### src/design/bbd_pkg.sv
// ----------------------------------------------------------------------------
// bbd_pkg
// Types, field widths and codes of the block buffer directory.
// ----------------------------------------------------------------------------
package bbd_pkg;

  localparam int unsigned NumSlotsDef = 32;
  localparam int unsigned NumFilesDef = 8;

  localparam int unsigned KIND_W     = 3;
  localparam int unsigned FILE_W     = 8;
  localparam int unsigned BLOCK_W    = 20;
  localparam int unsigned ACT_W      = 3;
  localparam int unsigned SLOT_OUT_W = 5;
  localparam int unsigned STAMP_W    = 32;

  // request kinds
  localparam logic [KIND_W-1:0] KIND_GET    = 3'd0;
  localparam logic [KIND_W-1:0] KIND_NEW    = 3'd1;
  localparam logic [KIND_W-1:0] KIND_DIRTY  = 3'd2;
  localparam logic [KIND_W-1:0] KIND_CLOSE  = 3'd3;
  localparam logic [KIND_W-1:0] KIND_DELETE = 3'd4;

  // result actions
  localparam logic [ACT_W-1:0] ACT_HIT   = 3'd0;
  localparam logic [ACT_W-1:0] ACT_LOAD  = 3'd1;
  localparam logic [ACT_W-1:0] ACT_FRESH = 3'd2;
  localparam logic [ACT_W-1:0] ACT_WB    = 3'd3;
  localparam logic [ACT_W-1:0] ACT_DONE  = 3'd4;

  typedef struct packed {
    logic [KIND_W-1:0]  kind;
    logic [FILE_W-1:0]  file_id;
    logic [BLOCK_W-1:0] block_number;
  } req_t;

  typedef struct packed {
    logic [ACT_W-1:0]      action;
    logic [SLOT_OUT_W-1:0] slot;
    logic [FILE_W-1:0]     out_file;
    logic [BLOCK_W-1:0]    out_block;
    logic                  last;
  } res_t;

endpackage

### src/design/bbd_ram.sv
// ----------------------------------------------------------------------------
// bbd_ram
// Generic single-write, single-read RAM with registered read data.
// ----------------------------------------------------------------------------
module bbd_ram #(
  parameter int unsigned WIDTH = 8,
  parameter int unsigned DEPTH = 2,
  localparam int unsigned AW = (DEPTH > 1) ? $clog2(DEPTH) : 1
) (
  input  logic             clk_i,
  input  logic             we_i,
  input  logic [AW-1:0]    waddr_i,
  input  logic [WIDTH-1:0] wdata_i,
  input  logic [AW-1:0]    raddr_i,
  output logic [WIDTH-1:0] rdata_o
);

  logic [WIDTH-1:0] mem_q [DEPTH];
  logic [WIDTH-1:0] rdata_q;

  always_ff @(posedge clk_i) begin
    if (we_i) begin
      mem_q[waddr_i] <= wdata_i;
    end
    rdata_q <= mem_q[raddr_i];
  end

  assign rdata_o = rdata_q;

endmodule

### src/design/block_buffer_directory.sv
// Get and mark dirty scan the slot tags; a get miss then scans the file table, claims and
// fills a slot; a new block scans the file table, then the slot tags, and fills the hit slot
// or claims one. Opening a file writes its table entry; a full table first closes the oldest
// file. Close/delete clear the file entry, then drop its slots. One request at a time; scans
// read one-entry-per-cycle; at most one word per cycle, the receiver cannot stall.
// Reset (async, active low) clears all valid/dirty bits, the stamp counter and the FSM.
// ----------------------------------------------------------------------------
// block_buffer_directory
// Fully associative directory of cached disk blocks with an active-file
// table. Tags and stamps live in two RAMs; valid/dirty bits in flops.
// ----------------------------------------------------------------------------
module block_buffer_directory import bbd_pkg::*; #(
  parameter int unsigned NUM_SLOTS = NumSlotsDef,
  parameter int unsigned NUM_FILES = NumFilesDef
) (
  input  logic clk_i,
  input  logic rst_ni,
  input  logic start,
  output logic busy,
  input  req_t req_i,
  output logic res_valid_o,
  output res_t res_o
);

  localparam int unsigned SW     = $clog2(NUM_SLOTS);
  localparam int unsigned FW     = (NUM_FILES > 1) ? $clog2(NUM_FILES) : 1;
  localparam int unsigned MAXN   = (NUM_SLOTS > NUM_FILES) ? NUM_SLOTS : NUM_FILES;
  localparam int unsigned CW     = $clog2(MAXN + 1);
  localparam int unsigned SRAM_W = FILE_W + BLOCK_W + STAMP_W;
  localparam int unsigned FRAM_W = FILE_W + STAMP_W;

  // FSM codes
  localparam logic [3:0] S_IDLE  = 4'd0;
  localparam logic [3:0] S_SSCAN = 4'd1;  // slot tag lookup
  localparam logic [3:0] S_FSCAN = 4'd2;  // file table lookup (open)
  localparam logic [3:0] S_DROP  = 4'd3;  // drop a file's slots
  localparam logic [3:0] S_FWR   = 4'd4;  // write file table entry
  localparam logic [3:0] S_CLAIM = 4'd5;  // pick free or oldest slot
  localparam logic [3:0] S_FILL  = 4'd6;  // write slot tag
  localparam logic [3:0] S_CSCAN = 4'd7;  // clear file table entry (close/delete)
  localparam logic [3:0] S_DONE  = 4'd8;

  // ---- control state ----
  logic [3:0]           state_q, state_d;
  logic [CW-1:0]        cnt_q, cnt_d;
  logic                 dv_q, dv_d;
  logic [NUM_SLOTS-1:0] svalid_q, svalid_d;
  logic [NUM_SLOTS-1:0] sdirty_q, sdirty_d;
  logic [NUM_FILES-1:0] fvalid_q, fvalid_d;
  logic [STAMP_W-1:0]   stamp_q, stamp_d;
  logic                 res_valid_q, res_valid_d;
  logic                 hit_q, hit_d;
  logic                 smin_have_q, smin_have_d;
  logic                 ffound_q, ffound_d;
  logic                 fmin_have_q, fmin_have_d;

  // ---- payload ----
  req_t                 req_q, req_d;
  logic [CW-1:0]        idx_q, idx_d;
  logic [SW-1:0]        hit_idx_q, hit_idx_d;
  logic [STAMP_W-1:0]   smin_stamp_q, smin_stamp_d;
  logic [SW-1:0]        smin_idx_q, smin_idx_d;
  logic [FILE_W-1:0]    smin_file_q, smin_file_d;
  logic [BLOCK_W-1:0]   smin_block_q, smin_block_d;
  logic [STAMP_W-1:0]   fmin_stamp_q, fmin_stamp_d;
  logic [FW-1:0]        fmin_idx_q, fmin_idx_d;
  logic [FILE_W-1:0]    fmin_id_q, fmin_id_d;
  logic [FW-1:0]        fpick_q, fpick_d;
  logic [SW-1:0]        spick_q, spick_d;
  logic [FILE_W-1:0]    drop_file_q, drop_file_d;
  logic                 flush_q, flush_d;
  res_t                 res_q, res_d;

  // ---- RAM ports ----
  logic              s_we, f_we;
  logic [SRAM_W-1:0] s_wdata, s_rdata;
  logic [FRAM_W-1:0] f_wdata, f_rdata;
  logic [FILE_W-1:0] rd_sfile, rd_fid;
  logic [BLOCK_W-1:0] rd_sblock;
  logic [STAMP_W-1:0] rd_sstamp, rd_fstamp;

  bbd_ram #(.WIDTH(SRAM_W), .DEPTH(NUM_SLOTS)) u_slot_ram (
    .clk_i   (clk_i),
    .we_i    (s_we),
    .waddr_i (spick_q),
    .wdata_i (s_wdata),
    .raddr_i (cnt_q[SW-1:0]),
    .rdata_o (s_rdata)
  );

  bbd_ram #(.WIDTH(FRAM_W), .DEPTH(NUM_FILES)) u_file_ram (
    .clk_i   (clk_i),
    .we_i    (f_we),
    .waddr_i (fpick_q),
    .wdata_i (f_wdata),
    .raddr_i (cnt_q[FW-1:0]),
    .rdata_o (f_rdata)
  );

  assign {rd_sfile, rd_sblock, rd_sstamp} = s_rdata;
  assign {rd_fid, rd_fstamp}              = f_rdata;
  assign s_wdata = {req_q.file_id, req_q.block_number, stamp_q};
  assign f_wdata = {req_q.file_id, stamp_q};

  // lowest free slot / file entry
  logic          sfree_any, ffree_any;
  logic [SW-1:0] sfree_idx;
  logic [FW-1:0] ffree_idx;

  always_comb begin
    sfree_any = ~&svalid_q;
    sfree_idx = '0;
    for (int k = NUM_SLOTS - 1; k >= 0; k--) begin
      if (!svalid_q[k]) sfree_idx = SW'(k);
    end
    ffree_any = ~&fvalid_q;
    ffree_idx = '0;
    for (int k = NUM_FILES - 1; k >= 0; k--) begin
      if (!fvalid_q[k]) ffree_idx = FW'(k);
    end
  end

  // scan sequencing: one read issued per cycle, data lands next cycle on idx_q
  logic          scan_st, issuing, last_data, scan_start;
  logic [CW-1:0] lim;
  logic [SW-1:0] si;
  logic [FW-1:0] fi;
  logic          after_open_claim;

  assign scan_st   = (state_q == S_SSCAN) || (state_q == S_FSCAN) ||
                     (state_q == S_DROP) || (state_q == S_CSCAN);
  assign lim       = ((state_q == S_FSCAN) || (state_q == S_CSCAN)) ?
                     CW'(NUM_FILES) : CW'(NUM_SLOTS);
  assign issuing   = scan_st && (cnt_q < lim);
  assign last_data = dv_q && (idx_q == lim - CW'(1));
  assign si        = idx_q[SW-1:0];
  assign fi        = idx_q[FW-1:0];
  // after a file is open: get goes to claim, new block looks up its tag
  assign after_open_claim = (req_q.kind == KIND_GET);

  always_comb begin
    state_d      = state_q;
    cnt_d        = cnt_q;
    dv_d         = 1'b0;
    idx_d        = cnt_q;
    svalid_d     = svalid_q;
    sdirty_d     = sdirty_q;
    fvalid_d     = fvalid_q;
    stamp_d      = stamp_q;
    res_valid_d  = 1'b0;
    res_d        = res_q;
    hit_d        = hit_q;
    hit_idx_d    = hit_idx_q;
    smin_have_d  = smin_have_q;
    smin_stamp_d = smin_stamp_q;
    smin_idx_d   = smin_idx_q;
    smin_file_d  = smin_file_q;
    smin_block_d = smin_block_q;
    ffound_d     = ffound_q;
    fmin_have_d  = fmin_have_q;
    fmin_stamp_d = fmin_stamp_q;
    fmin_idx_d   = fmin_idx_q;
    fmin_id_d    = fmin_id_q;
    fpick_d      = fpick_q;
    spick_d      = spick_q;
    drop_file_d  = drop_file_q;
    flush_d      = flush_q;
    req_d        = req_q;
    s_we         = 1'b0;
    f_we         = 1'b0;
    scan_start   = 1'b0;

    if (issuing) begin
      cnt_d = cnt_q + CW'(1);
      dv_d  = 1'b1;
    end

    case (state_q)
      S_IDLE: begin
        if (start) begin
          req_d = req_i;
          case (req_i.kind)
            KIND_GET, KIND_DIRTY: begin
              state_d = S_SSCAN;
              scan_start = 1'b1;
            end
            KIND_NEW: begin
              state_d = S_FSCAN;
              scan_start = 1'b1;
            end
            KIND_CLOSE, KIND_DELETE: begin
              state_d = S_CSCAN;
              scan_start = 1'b1;
            end
            default: state_d = S_DONE;
          endcase
        end
      end

      S_SSCAN: begin
        if (dv_q) begin
          if (svalid_q[si] && !hit_q && rd_sfile == req_q.file_id &&
              rd_sblock == req_q.block_number) begin
            hit_d     = 1'b1;
            hit_idx_d = si;
          end
          if (svalid_q[si] && (!smin_have_q || rd_sstamp < smin_stamp_q)) begin
            smin_have_d  = 1'b1;
            smin_stamp_d = rd_sstamp;
            smin_idx_d   = si;
            smin_file_d  = rd_sfile;
            smin_block_d = rd_sblock;
          end
        end
        if (last_data) begin
          case (req_q.kind)
            KIND_GET: begin
              if (hit_d) begin
                res_valid_d = 1'b1;
                res_d = '{ACT_HIT, SLOT_OUT_W'(hit_idx_d), req_q.file_id,
                          req_q.block_number, 1'b1};
                state_d = S_IDLE;
              end else begin
                state_d = S_FSCAN;
                scan_start = 1'b1;
              end
            end
            KIND_NEW: begin
              if (hit_d) begin
                spick_d = hit_idx_d;
                state_d = S_FILL;
              end else begin
                state_d = S_CLAIM;
              end
            end
            default: begin  // mark dirty
              res_valid_d = 1'b1;
              if (hit_d) begin
                sdirty_d[hit_idx_d] = 1'b1;
                res_d = '{ACT_HIT, SLOT_OUT_W'(hit_idx_d), req_q.file_id,
                          req_q.block_number, 1'b1};
              end else begin
                res_d = '{ACT_DONE, '0, req_q.file_id, '0, 1'b1};
              end
              state_d = S_IDLE;
            end
          endcase
        end
      end

      S_FSCAN: begin
        if (dv_q) begin
          if (fvalid_q[fi] && rd_fid == req_q.file_id) ffound_d = 1'b1;
          if (fvalid_q[fi] && (!fmin_have_q || rd_fstamp < fmin_stamp_q)) begin
            fmin_have_d  = 1'b1;
            fmin_stamp_d = rd_fstamp;
            fmin_idx_d   = fi;
            fmin_id_d    = rd_fid;
          end
        end
        if (last_data) begin
          if (ffound_d) begin
            state_d = after_open_claim ? S_CLAIM : S_SSCAN;
            scan_start = !after_open_claim;
          end else if (ffree_any) begin
            fpick_d = ffree_idx;
            state_d = S_FWR;
          end else begin
            // table full: close the file opened longest ago
            fpick_d     = fmin_idx_d;
            drop_file_d = fmin_id_d;
            flush_d     = 1'b1;
            state_d     = S_DROP;
            scan_start  = 1'b1;
          end
        end
      end

      S_DROP: begin
        if (dv_q && svalid_q[si] && rd_sfile == drop_file_q) begin
          if (flush_q && sdirty_q[si]) begin
            res_valid_d = 1'b1;
            res_d = '{ACT_WB, SLOT_OUT_W'(si), rd_sfile, rd_sblock, 1'b0};
          end
          svalid_d[si] = 1'b0;
          sdirty_d[si] = 1'b0;
        end
        if (last_data) begin
          state_d = ((req_q.kind == KIND_CLOSE) || (req_q.kind == KIND_DELETE)) ?
                    S_DONE : S_FWR;
        end
      end

      S_FWR: begin
        f_we = 1'b1;
        fvalid_d[fpick_q] = 1'b1;
        state_d = after_open_claim ? S_CLAIM : S_SSCAN;
        scan_start = !after_open_claim;
      end

      S_CLAIM: begin
        if (sfree_any) begin
          spick_d = sfree_idx;
        end else begin
          spick_d = smin_idx_q;
          if (sdirty_q[smin_idx_q]) begin
            res_valid_d = 1'b1;
            res_d = '{ACT_WB, SLOT_OUT_W'(smin_idx_q), smin_file_q, smin_block_q, 1'b0};
          end
        end
        state_d = S_FILL;
      end

      S_FILL: begin
        s_we = 1'b1;
        svalid_d[spick_q] = 1'b1;
        sdirty_d[spick_q] = 1'b0;
        stamp_d = stamp_q + STAMP_W'(1);
        res_valid_d = 1'b1;
        res_d = '{(req_q.kind == KIND_GET) ? ACT_LOAD : ACT_FRESH, SLOT_OUT_W'(spick_q),
                  req_q.file_id, req_q.block_number, 1'b1};
        state_d = S_IDLE;
      end

      S_CSCAN: begin
        if (dv_q && fvalid_q[fi] && rd_fid == req_q.file_id) fvalid_d[fi] = 1'b0;
        if (last_data) begin
          drop_file_d = req_q.file_id;
          flush_d     = (req_q.kind == KIND_CLOSE);
          state_d     = S_DROP;
          scan_start  = 1'b1;
        end
      end

      S_DONE: begin
        res_valid_d = 1'b1;
        res_d = '{ACT_DONE, '0, req_q.file_id, '0, 1'b1};
        state_d = S_IDLE;
      end

      default: state_d = S_IDLE;
    endcase

    if (scan_start) begin
      cnt_d       = '0;
      dv_d        = 1'b0;
      hit_d       = 1'b0;
      smin_have_d = 1'b0;
      ffound_d    = 1'b0;
      fmin_have_d = 1'b0;
    end
  end

  always_ff @(posedge clk_i or negedge rst_ni) begin
    if (!rst_ni) begin
      state_q     <= S_IDLE;
      cnt_q       <= '0;
      dv_q        <= 1'b0;
      svalid_q    <= '0;
      sdirty_q    <= '0;
      fvalid_q    <= '0;
      stamp_q     <= '0;
      res_valid_q <= 1'b0;
      hit_q       <= 1'b0;
      smin_have_q <= 1'b0;
      ffound_q    <= 1'b0;
      fmin_have_q <= 1'b0;
    end else begin
      state_q     <= state_d;
      cnt_q       <= cnt_d;
      dv_q        <= dv_d;
      svalid_q    <= svalid_d;
      sdirty_q    <= sdirty_d;
      fvalid_q    <= fvalid_d;
      stamp_q     <= stamp_d;
      res_valid_q <= res_valid_d;
      hit_q       <= hit_d;
      smin_have_q <= smin_have_d;
      ffound_q    <= ffound_d;
      fmin_have_q <= fmin_have_d;
    end
  end

  always_ff @(posedge clk_i) begin
    req_q        <= req_d;
    idx_q        <= idx_d;
    hit_idx_q    <= hit_idx_d;
    smin_stamp_q <= smin_stamp_d;
    smin_idx_q   <= smin_idx_d;
    smin_file_q  <= smin_file_d;
    smin_block_q <= smin_block_d;
    fmin_stamp_q <= fmin_stamp_d;
    fmin_idx_q   <= fmin_idx_d;
    fmin_id_q    <= fmin_id_d;
    fpick_q      <= fpick_d;
    spick_q      <= spick_d;
    drop_file_q  <= drop_file_d;
    flush_q      <= flush_d;
    res_q        <= res_d;
  end

  // busy drops with the final word, so a new request may start during its strobe
  assign busy        = (state_q != S_IDLE);
  assign res_valid_o = res_valid_q;
  assign res_o       = res_q;

endmodule

### config.mk
export PLATFORM = sky130hd
export DESIGN_NAME = block_buffer_directory
export DESIGN_NICKNAME = d
export VERILOG_FILES = /design/src/design/bbd_pkg.sv /design/src/design/bbd_ram.sv /design/src/design/block_buffer_directory.sv
export SDC_FILE = /design/constraint.sdc
export NUM_CORES = 2
export LEC_CHECK = 0
export ABC_CLOCK_PERIOD_IN_PS = 14400
export BUFFER_PORTS_ARGS = -buffer_cell sky130_fd_sc_hd__clkbuf_2
export CAP_MARGIN = 10
export CORE_MARGIN = 2
export CORE_UTILIZATION = 65
export CTS_CLUSTER_SIZE = 16
export DETAILED_ROUTE_END_ITERATION = 12
export GPL_TIMING_DRIVEN = 0
export PLACE_DENSITY_LB_ADDON = 0.25
export SYNTH_ARGS = -nofsm -noshare
export SYNTH_HDL_FRONTEND = slang
export SYNTH_HIERARCHICAL = 1
export SYNTH_SLANG_ARGS = --single-unit
### constraint.sdc
create_clock -name clk_i -period 14.4 [get_ports clk_i]
set_clock_uncertainty 0.15 [all_clocks]
set_input_delay 4.32 -clock clk_i [delete_from_list [all_inputs] [get_ports clk_i]]
set_output_delay 4.32 -clock clk_i [all_outputs]
set_load 0.02 [all_outputs]
==> impl_metrics.ini <==
[worst_setup_path]
cp_top_family = buffers and inverters
arrival_ps = 2480
cpMaxStageDelayCell = nor4_1
cp-end-kind = output port
regToRegStartpoint = state_q[2]$_DFFE_PN0P_
slowest_delay_ps = 610
path_buf_inv = 3
worstPathMaxFanout = 8
cp-start-kind = flip-flop
crit_top_cell = clkbuf_2
startpoint = state_q[1]$_DFFE_PN0P_
cp_cell_sequence = clkbuf_2 -> nor4_1 -> inv_1 -> clkbuf_2
required_ps = 9930
worstSetupPathType = flip-flop to output port

[drt]
drt-initial-drc-count = 7876
vias_per_cell = 6.66
wl_per_cell_um = 29.8
drc = 0
totalWireLength_mm = 272
firstDrtPassIters = 7
num_vias = 60700
drtAntennaViolNets = 0

[sta]
final_max_slew_viol_count = 0
finalHoldViolations = 0
tightest_slew_ps = 1270
layout_setup_ws_ps = 7450
min_period_ps = 6950
setup-tns-final_ps = 0
slew_headroom = 0.154
fmax_mhz = 144
setup_viol = 0
rsz0062_at_grt = false
finalCritPeriodShare = 0.483

[die]
die-width_um = 408
start_util = 0.653
dieArea_um2 = 166000
die_h_um = 408
rows = 148
core-area_um2 = 162000
io_pins = 73

[power_and_ir_drop]
power_density_nw_per_um2 = 167
leakagePower_nw = 44.3
vdd_drop_max_v = 0.000170
power.total_mw = 20.1

[yosys]
syn_area_per_cell_um2 = 17.0
syn_inst = 6250
syn-num-nets = 6349
ys_seq_elements = 2664
syn-cell-area_um2 = 106000
ys.warnings.count = 6
synth_cell_types = 84
synthFlopType = edfxtp_1
synth-async-reset-ratio = 0.0450
synth_edf_count = 2438
ys_seq_area_frac = 0.739

[placed_design]
hpwl_mm = 173
numPortBuffers = 72
place.gp.congestion = 0.926
pre_cts_ws_ps = 7810

[final_layout]
fillers = 9235
fin_nets = 6829
final_util = 0.742
layout_common_cells = 2438 x edfxtp_1, 991 x mux2i_1, 318 x nand2_1, 285 x clkbuf_16, 280 x a21oi_1
mostFrequentLayoutCell = edfxtp_1
drive_above_1_share = 0.130
syn2layout_area_growth_pct = 13.7

[clock_tree]
cts_tree = yes
clockRootBuffer = clkbuf_16
cts-resized-gates = 0
clk_path_buf_depth = 4
hold_buffers = 0
htree_levels = 5
cts_sinks = 2664
clk_latency_ps = 920
numCtsBuffers = 279
clk_pin_slew_ps = 60
cts_setup_buffers = 0

[global_routing]
antenna_found_initial = 12
grt_pass1_wl_mm = 394
grt_use_total = 0.323
grt_max_degree = 101
grt_pass1_vias = 59900
grt-ovfl-total = 0

[min_path]
hold_start = u_slot_ram/rdata_o[26]$_DFF_P_
hold_class = flip-flop to flip-flop

[run]
drv_cap = 0

[status]
status = complete, no violations
per-stage QoR:
| stage | area [um2] | cells | hold slack, ps |
|---|---|---|---|
| 6_report | 121000 | 9104 | 269 |
| 5_1_grt | 120000 | 9097 | 279 |
| 4_1_cts | 120000 | 9080 | 262 |
| 3_5_place_dp | 112000 | 8607 | 260 |
| 3_3_place_gp | 109000 | 8497 | 262 |
| 2_1_floorplan | 106000 | 6250 | 241 |
worst paths after layout:
check / end / cells after the start / slack, ps
min in group asynchronous: stamp_q[17]$_DFFE_PN0P_ / 1 / 3130
hold reg to reg: smin_stamp_q[26]$_DFFE_PP_ / 0 / 270
setup / recovery: busy / 4 / 7450
hold / removal: smin_stamp_q[26]$_DFFE_PP_ / 0 / 270
max in group asynchronous: sdirty_q[2]$_DFFE_PN0P_ / 2 / 10030
setup reg to reg: u_slot_ram/mem_q[21][21]$_DFFE_PP_ / 10 / 8770
registers in the layout, summed over array words and instances, names as in the netlist, 20 cells and up:
name                count
fmin_stamp_q           32
req_q                  23
res_o                  37
sdirty_q               32
smin_block_q           20
smin_stamp_q           32
stamp_q                32
svalid_q               32
u_file_ram/mem_q      320
u_file_ram/rdata_o     40
u_slot_ram/mem_q     1920
u_slot_ram/rdata_o     60
cells in the mapped netlist (5+ instances only):
cell	number	area, um2
ha_1	65	813
mux2i_1	991	9920
o31ai_1	21	158
xor2_1	47	412
nand4_1	46	288
or3_1	9	56.3
clkbuf_4	9	67.6
inv_1	112	420
a31oi_1	68	425
nor3b_1	7	52.6
nor4_1	13	81.3
clkbuf_1	128	480
mux2_2	52	586
nand2b_1	12	75.1
a222oi_1	5	50.1
o22ai_1	29	181
nand2_1	318	1190
buf_1	10	37.5
xnor2_1	34	298
edfxtp_1	2438	73200
nor2_1	109	409
buf_4	45	338
and2_1	9	56.3
nand3b_1	12	90.1
and3_1	22	138
buf_6	68	766
a22oi_1	211	1580
o21a_1	5	37.5
nor3_1	90	450
dfxtp_1	106	2120
buf_2	71	355
o21ai_0	107	536
nand3_1	218	1090
dfrtp_1	120	3000
o211ai_1	14	105
mux4_1	80	2100
a22o_1	162	1420
mux4_2	16	360
a21o_1	9	67.6
nor2b_1	11	68.8
a21oi_1	280	1400
kinds of logic after synthesis:
family,share of synthesized area
simple gates,0.0407
compound gates,0.0597
flops,0.739
xor+xnor,0.00669
buf+inv,0.0236
fa+ha+maj,0.00767
mux,0.122
layout make-up:
| type | instances | area [um2] | share of cell area |
|---|---|---|---|
| inverters | 114 | 428 | 0.00355 |
| plain buffers | 334 | 2070 | 0.0172 |
| well taps | 2175 | 2720 | 0.0226 |
| flip-flops and latches | 2664 | 78400 | 0.650 |
| multi-input cells | 3138 | 25500 | 0.211 |
| clock inverters | 100 | 762 | 0.00632 |
| clock buffers | 373 | 7640 | 0.0634 |
| repair buffers | 199 | 3040 | 0.0252 |
| diodes | 7 | 17.5 | 0.000145 |
per-layer routing:
metal	vias up	wire (um)	global-route usage	part of all wire
li1	25700	-	-	-
met1	30700	101000	0.432	0.37
met5	-	97	0	0.00036
met2	3543	132000	0.525	0.48
met3	686	27100	0.0654	0.10
met4	8	11800	0.136	0.043
power breakdown:
group | total, mW | internal [mW] | switching (mW)
logic | 4.57 | 1.76 | 2.81
clock network | 6.72 | 3.92 | 2.81
registers | 8.86 | 8.63 | 0.224
Note: power is estimated with default switching activity, not from simulation.
